$ cat src/hw/rtl/cgd_pkg.sv
`timescale 1ns / 1ps
// Package with shared constants and types for the grid deposition block.
package cgd_pkg;
	localparam int GRID_MAX_DEF  = 32;
	localparam int FRAC_BITS_DEF = 16;
	localparam int ACC_WIDTH_DEF = 48;
	localparam int OUT_W         = 48;
	localparam int IDX_W         = 16;
	localparam int CFG_IDX_W     = 3;

	localparam logic [1:0] REQ_DEPOSIT = 2'd0;
	localparam logic [1:0] REQ_READ    = 2'd1;
	localparam logic [1:0] REQ_RDCLR   = 2'd2;
	localparam logic [1:0] REQ_INVALID = 2'd3;

	localparam logic [CFG_IDX_W-1:0] CFG_GRID_DIMS = 3'd0;
	localparam logic [CFG_IDX_W-1:0] CFG_SCALE     = 3'd1;
	localparam logic [CFG_IDX_W-1:0] CFG_PADDING   = 3'd2;
	localparam logic [CFG_IDX_W-1:0] CFG_MASS      = 3'd3;
	localparam logic [CFG_IDX_W-1:0] CFG_ITEM_MASS = 3'd4;

	typedef enum logic [3:0] {
		ST_CLEAR,
		ST_IDLE,
		ST_SCALE,
		ST_SPLIT,
		ST_WRAP,
		ST_CORNER,
		ST_MUL,
		ST_RD,
		ST_ADD,
		ST_READ,
		ST_READ2,
		ST_OUT
	} state_t;

	typedef struct packed {
		logic clr_step;
		logic load;
		logic scale;
		logic split;
		logic wrap;
		logic corner;
		logic mul;
		logic rd;
		logic add;
		logic read;
		logic read2;
		logic out_valid;
	} cmd_t;

	typedef struct packed {
		logic clr_done;
		logic last_corner;
		logic wrap_done;
		logic is_deposit;
		logic is_read;
	} sts_t;
endpackage

$ cat src/hw/rtl/cgd_ctrl.sv
`timescale 1ns / 1ps
// Controller state machine sequencing clear, deposit and read requests.
module cgd_ctrl
	import cgd_pkg::*;
(
	input  logic   clk,
	input  logic   arst_n,
	input  logic   in_fire,
	input  logic   out_free,
	input  sts_t   sts,
	output logic   in_ready,
	output cmd_t   cmd
);
	state_t state_q, state_d;

	always_ff @(posedge clk or negedge arst_n) begin
		if (!arst_n) begin
			state_q <= ST_CLEAR;
		end else begin
			state_q <= state_d;
		end
	end

	always_comb begin
		state_d = state_q;
		case (state_q)
			ST_CLEAR:  if (sts.clr_done) state_d = ST_IDLE;
			ST_IDLE: begin
				if (in_fire) state_d = ST_SCALE;
			end
			ST_SCALE: begin
				if (sts.is_deposit) state_d = ST_SPLIT;
				else if (sts.is_read) state_d = ST_READ;
				else state_d = ST_OUT;
			end
			ST_SPLIT:  state_d = ST_WRAP;
			ST_WRAP:   if (sts.wrap_done) state_d = ST_CORNER;
			ST_CORNER: state_d = ST_MUL;
			ST_MUL:    state_d = ST_RD;
			ST_RD:     state_d = ST_ADD;
			ST_ADD:    state_d = sts.last_corner ? ST_OUT : ST_CORNER;
			ST_READ:   state_d = ST_READ2;
			ST_READ2:  state_d = ST_OUT;
			ST_OUT:    if (out_free) state_d = ST_IDLE;
			default:   state_d = ST_CLEAR;
		endcase
	end

	always_comb begin
		cmd = '0;
		in_ready = 1'b0;
		case (state_q)
			ST_CLEAR:  cmd.clr_step = 1'b1;
			ST_IDLE: begin
				in_ready = 1'b1;
				cmd.load = in_fire;
			end
			ST_SCALE:  cmd.scale = 1'b1;
			ST_SPLIT:  cmd.split = 1'b1;
			ST_WRAP:   cmd.wrap = 1'b1;
			ST_CORNER: cmd.corner = 1'b1;
			ST_MUL:    cmd.mul = 1'b1;
			ST_RD:     cmd.rd = 1'b1;
			ST_ADD:    cmd.add = 1'b1;
			ST_READ:   cmd.read = 1'b1;
			ST_READ2:  cmd.read2 = 1'b1;
			ST_OUT:    cmd.out_valid = out_free;
			default:   cmd = '0;
		endcase
	end
endmodule

$ cat config.mk
export PLATFORM = sky130hd
export DESIGN_NAME = cgd_ctrl
export DESIGN_NICKNAME = d
export VERILOG_FILES = /design/src/hw/rtl/cgd_pkg.sv /design/src/hw/rtl/cgd_ctrl.sv
export SDC_FILE = /design/constraint.sdc
export NUM_CORES = 1
export LEC_CHECK = 0
export BUFFER_PORTS_ARGS = -buffer_cell sky130_fd_sc_hd__buf_2
export CORE_AREA = 4 4 41 43
export CTS_BUF_LIST = sky130_fd_sc_hd__clkbuf_8
export DETAILED_ROUTE_END_ITERATION = 6
export DIE_AREA = 0 0 45 47
export HOLD_SLACK_MARGIN = 0.15
export PLACE_DENSITY_LB_ADDON = 0.1
export SLEW_MARGIN = 25
export SYNTH_ARGS = -nofsm -noshare
export SYNTH_HDL_FRONTEND = slang
export SYNTH_SLANG_ARGS = --single-unit
$ cat constraint.sdc
create_clock -name clk -period 1.3 [get_ports clk]
set_input_delay 0.195 -clock clk [delete_from_list [all_inputs] [get_ports clk]]
set_output_delay 0.195 -clock clk [all_outputs]
set_load 0.01 [all_outputs]
## Word level (Yosys, flattened, before mapping)

Index checks and enable logic that the tools add are counted.

- Bits in registers: 4
- Input bits: 9
- Output and inout bits: 13

- Equal/unequal tests: 15
- Multiplexer cells: 21
- Reduce and logical (&&, ||, !) cells: 2

Operator list:

| operator | number |
|---|---|
| one-hot mux 4 bit (12 select lines) | 1 |
| two-way mux 4 bit | 6 |
| == test 4 x 3 -> 1 bit (second input constant) | 4 |
| == test 4 bit (second input constant) | 4 |
| two-way mux 1 bit | 13 |
| == test 4 x 2 -> 1 bit (second input constant) | 2 |
| != test 2 bit (second input constant) | 4 |
| == test 4 x 1 -> 1 bit (second input constant) | 1 |
| zero test 4 bit | 1 |
| AND reduction 4 bit | 1 |
| two-way mux 2 bit | 1 |

## Logic depth before layout (Yosys ltp)

Gate-level depths: netlist of the first run.

- Depth after elaboration: 3
- Mapped depth: 5
- Gate-level depth less buffers: 4

## Worst setup path after synthesis of the first run

No wires, ideal clock.

- Kind: register to register
- From: reg state_q[2]
- To: reg state_q[1]
- Setup time: 0.128 ns
- Arrival: 1.251 ns
- Required time: 1.172 ns
- Slack: -0.079 ns
- Cell stages (with the launch flop): 6
- Buffers on the path: 1
- Clock period less this slack: 1.379 ns
- Cell sequence: dfrtp_1 -> or2_0 -> clkbuf_1 -> or3_1 -> nand4_1 -> o32ai_1

- Cells in the longest elaborated chain, start to end: 3
- Elaborated cells on any way between the ends: 18
- Classes of those cells: eq/ne: 15; mux: 1; reduce/logical: 2

Ends and longest elaborated chain:

| what | line | RTL |
|---|---|---|
| from (decl) | cgd_ctrl.sv:14 | `state_t state_q, state_d;` |
| from (signal assigned) | cgd_ctrl.sv:20 | `state_q <= state_d;` |
| == test 4 x 3 -> 1 bit (tied with other cells) | cgd_ctrl.sv:26 | `case (state_q)` |
| != test 2 bit (no line) | n/a |  |
| AND reduction 4 bit (no line) | n/a |  |

Several ways; a longest one is shown, not always the timed one.
A chain may end at the register's enable or synchronous reset.

==> results by group, run 1 <==
CTS
  – H-tree levels: 1
  – CTS buffer count: 3
  – CTS tree: done
  – Clock sinks: 4
  – Worst-Skew Late Latency: 220 ps
  – Max Root-Sink Buffers: 2
  – Clk root buf: clkbuf_8
  – Clock Pin Slew Worst Setup and Hold Paths: 30 ps

STA
  – Worst setup margin: -180 ps
  – TNS Setup: -1480 ps
  – Highest Clock Rate: 0.676 GHz
  – # setup viols final: 14
  – RSZ-0062 raised after global routing: yes
  – Worst slew margin: 81.8%
  – Final Slew Violations: 0
  – Setup Skew: 2.69 ps
  – Fin Hold WS: 229 ps
  – Post-layout min period: 1480 ps
  – Worst-margin pin slew: 272 ps
  – Fin crit share: 114%
  – Final Hold Viols: 0

Power and ir drop
  – Peak VDD IR: 1.51 mV
  – Power Density: 2570 nW/um2
  – Tot Pwr: 2.26 mW
  – Pleak: 0.448 nW

Drt
  – DR iter-0 viols: 9
  – Wire length per cell: 12.8 um
  – Routed vias: 591
  – Post-DR vias/cell: 4.80
  – DRT Pass-1 Iters: 4
  – Drt drc: 0
  – Final wirelength: 1.57 mm
  – Routed Antenna Nets: 0

Logic synthesis
  – Synth Area in Simple Gates: 51.8%
  – Yosys warning count: 0
  – Mapped Cells: 61
  – Yosys cell types: 20
  – Top cells by area, synth: dfrtp_1 (26%), nor2_1 (11%), nand2b_1 (9.6%)
  – Dominant cell type by area after synthesis: dfrtp_1
  – Post-synthesis mux area share: 0%
  – Post-synthesis sequential area ratio: 25.7%
  – Syn Std Cell Area: 389 um2
  – Post-synthesis adder-cell area fraction: 0%
  – Mean Syn Cell Area: 6.38 um2
  – Yosys top cell area share: 25.7%
  – Number of synthesized register bits: 4
  – Post-Synth XOR/XNOR Area: 0%
  – Syn Nets: 70
  – Largest family of logic cells by synthesized area: simple AND/OR/NAND/NOR gates
  – Compound-Gate Fraction of Synth Area: 15.8%

Worst setup path
  – Required time of the critical path: 1110 ps
  – Crit-path max FO: 4
  – Reg2reg path depth: 4
  – Kind of end point of the critical path: output pin
  – Reg2Reg Launch Point: state_q[3]
  – R2R Setup Slk: 0 ps
  – Worst setup path class: flop to output pin
  – Startpoint types: flop
  – WP data arrival: 1280 ps
  – R2R Path End: state_q[1]

Global routing
  – Gr usage total: 15.5%
  – Largest net degree at the start of global routing: 9
  – First-pass GRT wire length: 2.35 mm
  – Vias in the first global route: 549
  – Initial antenna violation count: 0
  – Total gr overflow: 0

Floorplan
  – Core footprint: 1300 um2
  – Die area: 2120 um2
  – Die Height: 47 um
  – Die span in x: 45 um
  – Io pins: 22
  – Starting Density: 29.9%
  – FP Rows: 13

Cells and area
  – Multi-input logic area: 373 um2
  – Reg area: 104 um2
  – FILL cells: 117
  – Core Util, Final: 67.6%
  – Largest regs: state_q x4
  – Most frequent cells in the layout: buf_2 (20), buf_4 (19), nand2_1 (8)
  – Final net count: 118
  – Syn-to-layout area delta: 126%
  – Antenna Cells: 0
  – Share of cells above drive strength 1: 70.4%
  – Layout Cells excl Fill: 123
  – Largest Register: state_q
  – Post-Layout Inst Area: 880 um2
  – Max FFs per register: 4
  – Most common cell after layout, fill and taps aside: buf_2

Placed design
  – Routability cong.: 0.794
  – DP Wirelength: 1.07 mm
  – Setup WS pre-CTS: -31.7 ps
  – Inst Count DP: 109
  – PortBufs: 21
  – Cell Area, Placed: 616 um2

Flow run
  – Max_cap viols: 0

Min path
  – Hold Path Sink: state_q[1]
  – Min-Delay Startpoint: out_free
  – Hold crit path type: input pin to flop
  – WHS Path Cells: 2

Outcome
  – Violated checks: negative setup slack
  – Status: finished with violations
==> how the worst max path moves through the flow <==
stage	end	cells past startpoint	startpoint	slack [ps]
CTS	cmd[11]	4	state_q[2]	-150
global placement	state_q[1]	5	state_q[1]	-10
finish	cmd[11]	4	state_q[3]	-180
floorplan	state_q[1]	5	state_q[2]	-60
global route	cmd[11]	4	state_q[3]	-210
detailed placement	state_q[1]	4	state_q[3]	-30
==> final cells by class <==
cell class	instances	share of cell area, %
Multi-Input combinational cell	51	42.4
Timing Repair Buffer	47	37.7
Sequential cell	4	11.8
Clock buffer	3	4.69
Tap cell	15	2.13
Inverter	2	0.853
Clock inverter	1	0.427
==> critical path, cell delays in order, from the launching register on <==
cell     delay [ps]
dfrtp_1         430
or2_4           280
buf_6           130
nor3_2           90
buf_2           140
==> kinds of logic (layout without fill, tap and decap cells) <==
logic type | count (synthesis) | count (layout)
DFF | 4 | 4
buffers and inverters | 6 | 53
and+or+nand+nor | 41 | 41
AOI/OAI and AO/OA | 10 | 10
==> routing by layer <==
layer | track usage (%) | vias up | part of all wire [%]
li1 | - | 299 | -
met1 | 18.1 | 266 | 41
met2 | 26.8 | 22 | 50
met3 | 4.98 | 4 | 7.1
met4 | 5.26 | 0 | 1.5
met5 | 0 | - | 0
==> power by group <==
group	internal (mW)	leakage, nW	switching (mW)
Clock	0.202	0.0269	0.0706
Sequential	0.196	0.0461	0.108
Combinational	0.918	0.375	0.764
Total	1.32	0.448	0.943
==> cells in the mapped netlist (all sizes together) <==
master  instances
a21oi           3
and2            1
and3b           1
buf             3
clkbuf          1
dfrtp           4
inv             2
nand2           8
nand2b          6
nand3           2
nand4           1
nor2           11
nor2b           3
nor3            6
o21ai           4
o221a           1
o22ai           1
o32ai           1
or2             1
or3             1
==> timing repair <==
| action | CTS | global route |
|---|---|---|
| endpoints found under the setup margin | 15 | 16 |
| gates resized for setup | 18 | 22 |
| hold buffers | 1 | 0 |
| pin swaps | 7 | 9 |
| gates cloned | 0 | 0 |
| endpoints found under the hold margin | 4 | 0 |
| setup buffers | 5 | 6 |
(Power assumes the default switching activity.)
==> run 2, diff against run 1 <==
Settings changed: CORE_AREA 4 4 41 43 to 5 5 42 44, DIE_AREA 0 0 45 47 to 0 0 47 49.
==> results by group, run 2 (synthesized netlist as in run 1, its figures left out) <==
Global routing
  – Initial antenna violation count: 0 (unchanged)
  – Largest net degree at the start of global routing: 8 (-1)
  – Met1 GRT Util: 18.3% (+0.19 points)
  – Total gr overflow: 0 (unchanged)
  – Met2 GRT Util: 25.8% (-1.0 points)
  – First-pass GRT wire length: 2.56 mm (+9.1%)
  – Vias in the first global route: 580 (+5.6%)
  – Grt peak-use layer: met2
  – Met3 Usage GRT: 2.21% (-2.8 points)
  – Gr usage total: 15.8% (+0.32 points)

Floorplan
  – Starting Density: 27.8% (-2.1 points)
  – Io pins: 22 (unchanged)
  – Core footprint: 1400 um2 (+7.7%)
  – Die Height: 49 um (+4.3%)
  – Die area: 2300 um2 (+8.9%)
  – FP Rows: 14 (+1)
  – Die span in x: 47 um (+4.4%)

Power and ir drop
  – Sw Pwr: 0.961 mW (+1.9%)
  – Logic pwr share: 75.7% (+1.2 points)
  – Peak VDD IR: 1.21 mV (-20%)
  – Sw frac: 41.7% (about the same)
  – Clk pwr share: 12.3% (+0.2 points)
  – Power Density: 2590 nW/um2 (+0.96%)
  – Pleak: 0.455 nW (+1.5%)
  – Seq pwr share: 12.0% (-1.4 points)
  – Power Internal: 1.34 mW (+2.0%)

Worst setup path
  – Kind of end point of the critical path: output pin
  – Crit-path cells: buf_6 > buf_4 > nor3_2 > buf_2
  – Startpoint types: flop
  – CP delay by family, top: flip-flops
  – CP max stage delay: 460 ps (+30 ps)
  – Crit-path max FO: 6 (+2)
  – Required time of the critical path: 1110 ps (about the same)
  – Worst setup path class: flop to output pin
  – Slowest cell on crit path: dfrtp_2
  – WP data arrival: 1260 ps (-20 ps)
  – R2R Setup Slk: -70 ps (-70 ps)
  – Buf/Inv on CP: 3 (+1)

Placed design
  – Routability cong.: 0.803 (+1.1%)
  – DP Wirelength: 1.09 mm (+1.8%)
  – PortBufs: 21 (unchanged)

STA
  – Fin Hold WS: 245 ps (+15.5 ps)
  – Worst slew margin: 80.4% (-1.4 points)
  – Worst setup margin: -152 ps (+28.4 ps)
  – Final Slew Violations: 0 (unchanged)
  – Worst-margin pin slew: 293 ps (+20.9 ps)
  – Setup Skew: 0.752 ps (-1.94 ps)
  – # setup viols final: 15 (+1)
  – Fin crit share: 112% (-2.2 points)
  – TNS Setup: -1550 ps (-69.5 ps)
  – Highest Clock Rate: 0.689 GHz (+2.0%)
  – RSZ-0062 raised after global routing: yes
  – Post-layout min period: 1450 ps (-28.4 ps)
  – Final Hold Viols: 0 (unchanged)

Cells and area
  – Max FFs per register: 4 (unchanged)
  – Core Util, Final: 63.4% (-4.2 points)
  – Share of cells above drive strength 1: 69.2% (-1.2 points)
  – Most common cell after layout, fill and taps aside: buf_2
  – Largest regs: state_q x4
  – Largest Register: state_q
  – Antenna Cells: 0 (unchanged)
  – Most frequent cells in the layout: buf_2 (21), buf_4 (15), buf_6 (9)
  – Syn-to-layout area delta: 128%
  – Final net count: 117 (-0.85%)

CTS
  – Clock sinks: 4 (unchanged)
  – Max Root-Sink Buffers: 2 (unchanged)
  – Clock Pin Slew Worst Setup and Hold Paths: 30 ps (about the same)
  – H-tree levels: 1 (unchanged)
  – Clk root buf: clkbuf_8
  – CTS buffer count: 3 (unchanged)
  – Worst-Skew Late Latency: 230 ps (about the same)
  – CTS tree: done

Outcome
  – Violated checks: negative setup slack
  – Status: finished with violations

Drt
  – Wire length per cell: 13.9 um (+8.6%)
  – Final wirelength: 1.71 mm (+8.6%)
  – DR iter-0 viols: 7 (-2)
  – Post-DR vias/cell: 4.92 (+2.4%)
  – DRT Pass-1 Iters: 3 (-1)
  – Drt drc: 0 (unchanged)
  – Routed vias: 605 (+2.4%)
  – Routed Antenna Nets: 0 (unchanged)

Min path
  – Hold crit path type: input pin to flop

Flow run
  – Max_cap viols: 0 (unchanged)
==> run 2: cell types whose count changed in the layout (fill, tap and decap cells not counted), moves of 2 or more <==
cell,change
buf_4,-4
nor2_2,-2
nor2_1,+3
buf_6,+2
==> run 2: final timing paths <==
check,from,to,cells after the start
max in group asynchronous,arst_n,state_q[1],2
hold / removal,out_free,state_q[1],2
hold reg to reg,state_q[0],state_q[0],4
setup reg to reg,state_q[3],state_q[1],7
min in group asynchronous,arst_n,state_q[0],2
setup / recovery,state_q[1],cmd[11],4
==> run 2: layout make-up <==
class	count	area, um2
fill	140	513
timing repair buffer	46	329
clock inverter	1	3.75
sequential	4	104
inverter	2	7.51
multi-input combinational	51	383
tap	16	20.0
clock buffer	3	41.3
==> run 2: metrics by stage <==
step,std cells,total power [mW],setup WS (ps),instance area [um2]
3_5_place_dp,109,1.36,-58.5,609
4_1_cts,121,2.11,-141,826
5_1_grt,123,2.45,-192,888
2_1_floorplan,61,0.842,-60.9,392
6_report,123,2.30,-152,888
3_3_place_gp,109,1.37,-85.9,609
==> run 2: per-layer routing <==
metal | vias to the layer above | routed length, um
met5 | - | 0
met4 | 0 | 63
met3 | 6 | 90
met2 | 20 | 869
met1 | 282 | 684
li1 | 297 | -
==> run 2: worst register-to-register path, stage by stage, from the launching register on <==
cell and delay (ps):
dfrtp_1 390, buf_6 140, buf_4 130, buf_4 130, nor3_2 140, o21ai_2 110, nand3_1 120, o32ai_2 90
==> run 2: power by group through the flow <==
stage	combinational (mW)	clock (mW)	sequential [mW]
6_report	1.74	0.284	0.276
5_1_grt	1.88	0.295	0.279
4_1_cts	1.56	0.280	0.271
3_5_place_dp	1.11	0	0.249
3_3_place_gp	1.12	0	0.249
2_1_floorplan	0.603	0	0.239
==> run 2: repair_timing <==
item                                    in CTS  in global routing
hold buffers                                 1                  0
endpoints found under the setup margin      15                 17
buffers inserted                             7                  2
pin swaps                                   11                  3
endpoints found under the hold margin        4                  0
gates resized for setup                     29                 13
==> run 3, diff against run 2 <==
Settings changed: CELL_PAD_IN_SITES_DETAIL_PLACEMENT set to 1, CELL_PAD_IN_SITES_GLOBAL_PLACEMENT set to 2, CORE_AREA 5 5 42 44 to unset, CORE_MARGIN set to 5, CORE_UTILIZATION set to 22, DIE_AREA 0 0 47 49 to unset, GPL_TIMING_DRIVEN set to 0.
Clock period 1.3 ns to 1.8 ns, I/O delays scaled along.
==> results by group, run 3 (synthesized netlist as in run 1, its figures left out) <==
Outcome
  – Status: complete, no violations

Cells and area
  – Share of cells above drive strength 1: 35.3% (-34 points)
  – Largest Register: state_q
  – Max FFs per register: 4 (unchanged)
  – Post-Layout Inst Area: 579 um2 (-35%)
  – Largest regs: state_q x4
  – Antenna Cells: 0 (unchanged)
  – Most common cell after layout, fill and taps aside: buf_2
  – Syn-to-layout area delta: 48.9%
  – FILL cells: 230 (+64%)
  – Multi-input logic area: 268 um2 (-30%)
  – Final net count: 96 (-18%)
  – Most frequent cells in the layout: buf_2 (24), nor2_1 (11), nand2_1 (8)
  – Reg area: 101 um2 (-2.4%)

Global routing
  – Largest net degree at the start of global routing: 11 (+3)
  – Grt peak-use layer: met2
  – First-pass GRT wire length: 2.37 mm (-7.5%)
  – Met2 GRT Util: 20.9% (-4.9 points)
  – Total gr overflow: 0 (unchanged)
  – Gr usage total: 12.0% (-3.8 points)
  – Met3 Usage GRT: 4.58% (+2.4 points)
  – Initial antenna violation count: 0 (unchanged)
  – Met1 GRT Util: 13.8% (-4.4 points)
  – Vias in the first global route: 528 (-9.0%)

Placed design
  – Cell Area, Placed: 526 um2 (-14%)
  – Routability cong.: 0.761 (-5.3%)
  – PortBufs: 21 (unchanged)
  – DP Wirelength: 1.14 mm (+4.8%)

Worst setup path
  – Slowest cell on crit path: dfrtp_2
  – Crit-path max FO: 10 (+4)
  – Required time of the critical path: 1530 ps (+420 ps)
  – Worst setup path class: flop to output pin
  – CP max stage delay: 470 ps (about the same)
  – Reg2Reg Launch Point: state_q[2]
  – WP data arrival: 1410 ps (+150 ps)
  – Crit-path cells: or2_1 > nor2_1 > and2_1 > buf_2
  – Startpoint types: flop
  – Start point of the critical path: state_q[2]
  – Kind of end point of the critical path: output pin

Floorplan
  – Io pins: 22 (unchanged)
  – FP Rows: 15 (+1)
  – Die Height: 52.1 um (+6.2%)
  – Core footprint: 1710 um2 (+22%)
  – Die area: 2710 um2 (+18%)
  – Starting Density: 22.8% (-5.0 points)
  – Die span in x: 52.1 um (+11%)

STA
  – Fin crit share: 93.3%
  – Final Hold Viols: 0 (unchanged)
  – Worst slew margin: 81.1% (+0.68 points)
  – TNS Setup: 0 ps (+1550 ps)
  – # setup viols final: 0 (-15)
  – Worst-margin pin slew: 280 ps (-12.4 ps)
  – RSZ-0062 raised after global routing: no
  – Final Slew Violations: 0 (unchanged)
  – Fin Hold WS: 321 ps (+75.6 ps)
  – Post-layout min period: 1680 ps
  – Highest Clock Rate: 0.596 GHz
  – Setup Skew: 1.19 ps (+0.441 ps)

Power and ir drop
  – Peak VDD IR: 0.674 mV (-44%)
  – Power Density: 1730 nW/um2 (-33%)
  – Power Internal: 0.524 mW (-61%)
  – Sw Pwr: 0.479 mW (-50%)
  – Pleak: 0.297 nW (-35%)
  – Logic pwr share: 61.5% (-14 points)
  – Sw frac: 47.8% (+6.1 points)
  – Seq pwr share: 19.4% (+7.4 points)
  – Clk pwr share: 19.1% (+6.8 points)

CTS
  – Clock sinks: 4 (unchanged)
  – H-tree levels: 1 (unchanged)
  – CTS buffer count: 3 (unchanged)
  – Worst-Skew Late Latency: 220 ps (about the same)
  – Clk root buf: clkbuf_8
  – Max Root-Sink Buffers: 2 (unchanged)
  – Clock Pin Slew Worst Setup and Hold Paths: 30 ps (about the same)
  – CTS tree: done

Drt
  – DRT Pass-1 Iters: 3 (unchanged)
  – Routed vias: 508 (-16%)
  – Drt drc: 0 (unchanged)
  – Routed Antenna Nets: 0 (unchanged)
  – Post-DR vias/cell: 4.62 (-6.1%)
  – DR iter-0 viols: 8 (+1)
  – Wire length per cell: 13.0 um (-6.1%)
  – Final wirelength: 1.44 mm (-16%)

Flow run
  – Max_cap viols: 0 (unchanged)

Min path
  – Hold crit path type: input pin to flop
  – Min-Delay Startpoint: out_free
-- run 3: layer usage --
metal | part of all wire [%] | vias up
met5 | 0 | -
met2 | 49 | 18
met3 | 7.5 | 0
met4 | 0 | 0
met1 | 43 | 234
li1 | - | 256
-- run 3: worst max-delay path: cells and delay by family (launching register included) --
| kind | cells | cell delay [ps] |
|---|---|---|
| buffers and inverters | 1 | 120 |
| and+or+nand+nor | 3 | 600 |
| DFF | 1 | 470 |
-- run 3: repair_timing --
| action | CTS | global route |
|---|---|---|
| resized for setup | 1 | 2 |
| hold buffers | 1 | 0 |
| endpoints found under the setup margin | 1 | 2 |
| hold endpoints to repair | 4 | 0 |
| pin swaps | 0 | 1 |
| buffers inserted | 0 | 0 |
-- run 3: final cells by class --
class                   count  area share [%]
multi-input cells          51            46.2
well taps                  25            5.40
inverters                   2            1.30
plain buffers               3            2.59
flip-flops and latches      4            17.5
repair buffers             22            19.9
clock buffers               3            7.13
-- run 3: stage by stage --
stage | total power [mW] | utilization, % | instances | setup slack [ps]
after CTS | 1.02 | 33.8 | 111 | 40.1
after global routing | 1.10 | 33.9 | 110 | 2.41
after global placement | 0.818 | 30.8 | 107 | 195
after floorplan | 0.602 | - | 61 | 360
after detailed placement | 0.816 | 30.8 | 107 | 216
final | 1.00 | 33.9 | 110 | 121
-- run 3: worst paths after layout --
path                              end  cells past startpoint  slack [ps]
max                           cmd[10]                      4         120
min                        state_q[1]                      2         320
max reg2reg                state_q[1]                      4         330
min reg2reg                state_q[0]                      3         730
max in group asynchronous  state_q[2]                      2        1260
min in group asynchronous  state_q[1]                      2         400
-- run 3: power groups by stage --
| stage | combinational [mW] | sequential, mW | clock [mW] |
|---|---|---|---|
| floorplan | 0.432 | 0.170 | 0 |
| global placement | 0.621 | 0.197 | 0 |
| detailed placement | 0.623 | 0.193 | 0 |
| CTS | 0.628 | 0.196 | 0.196 |
| global route | 0.695 | 0.206 | 0.204 |
| finish | 0.617 | 0.194 | 0.191 |
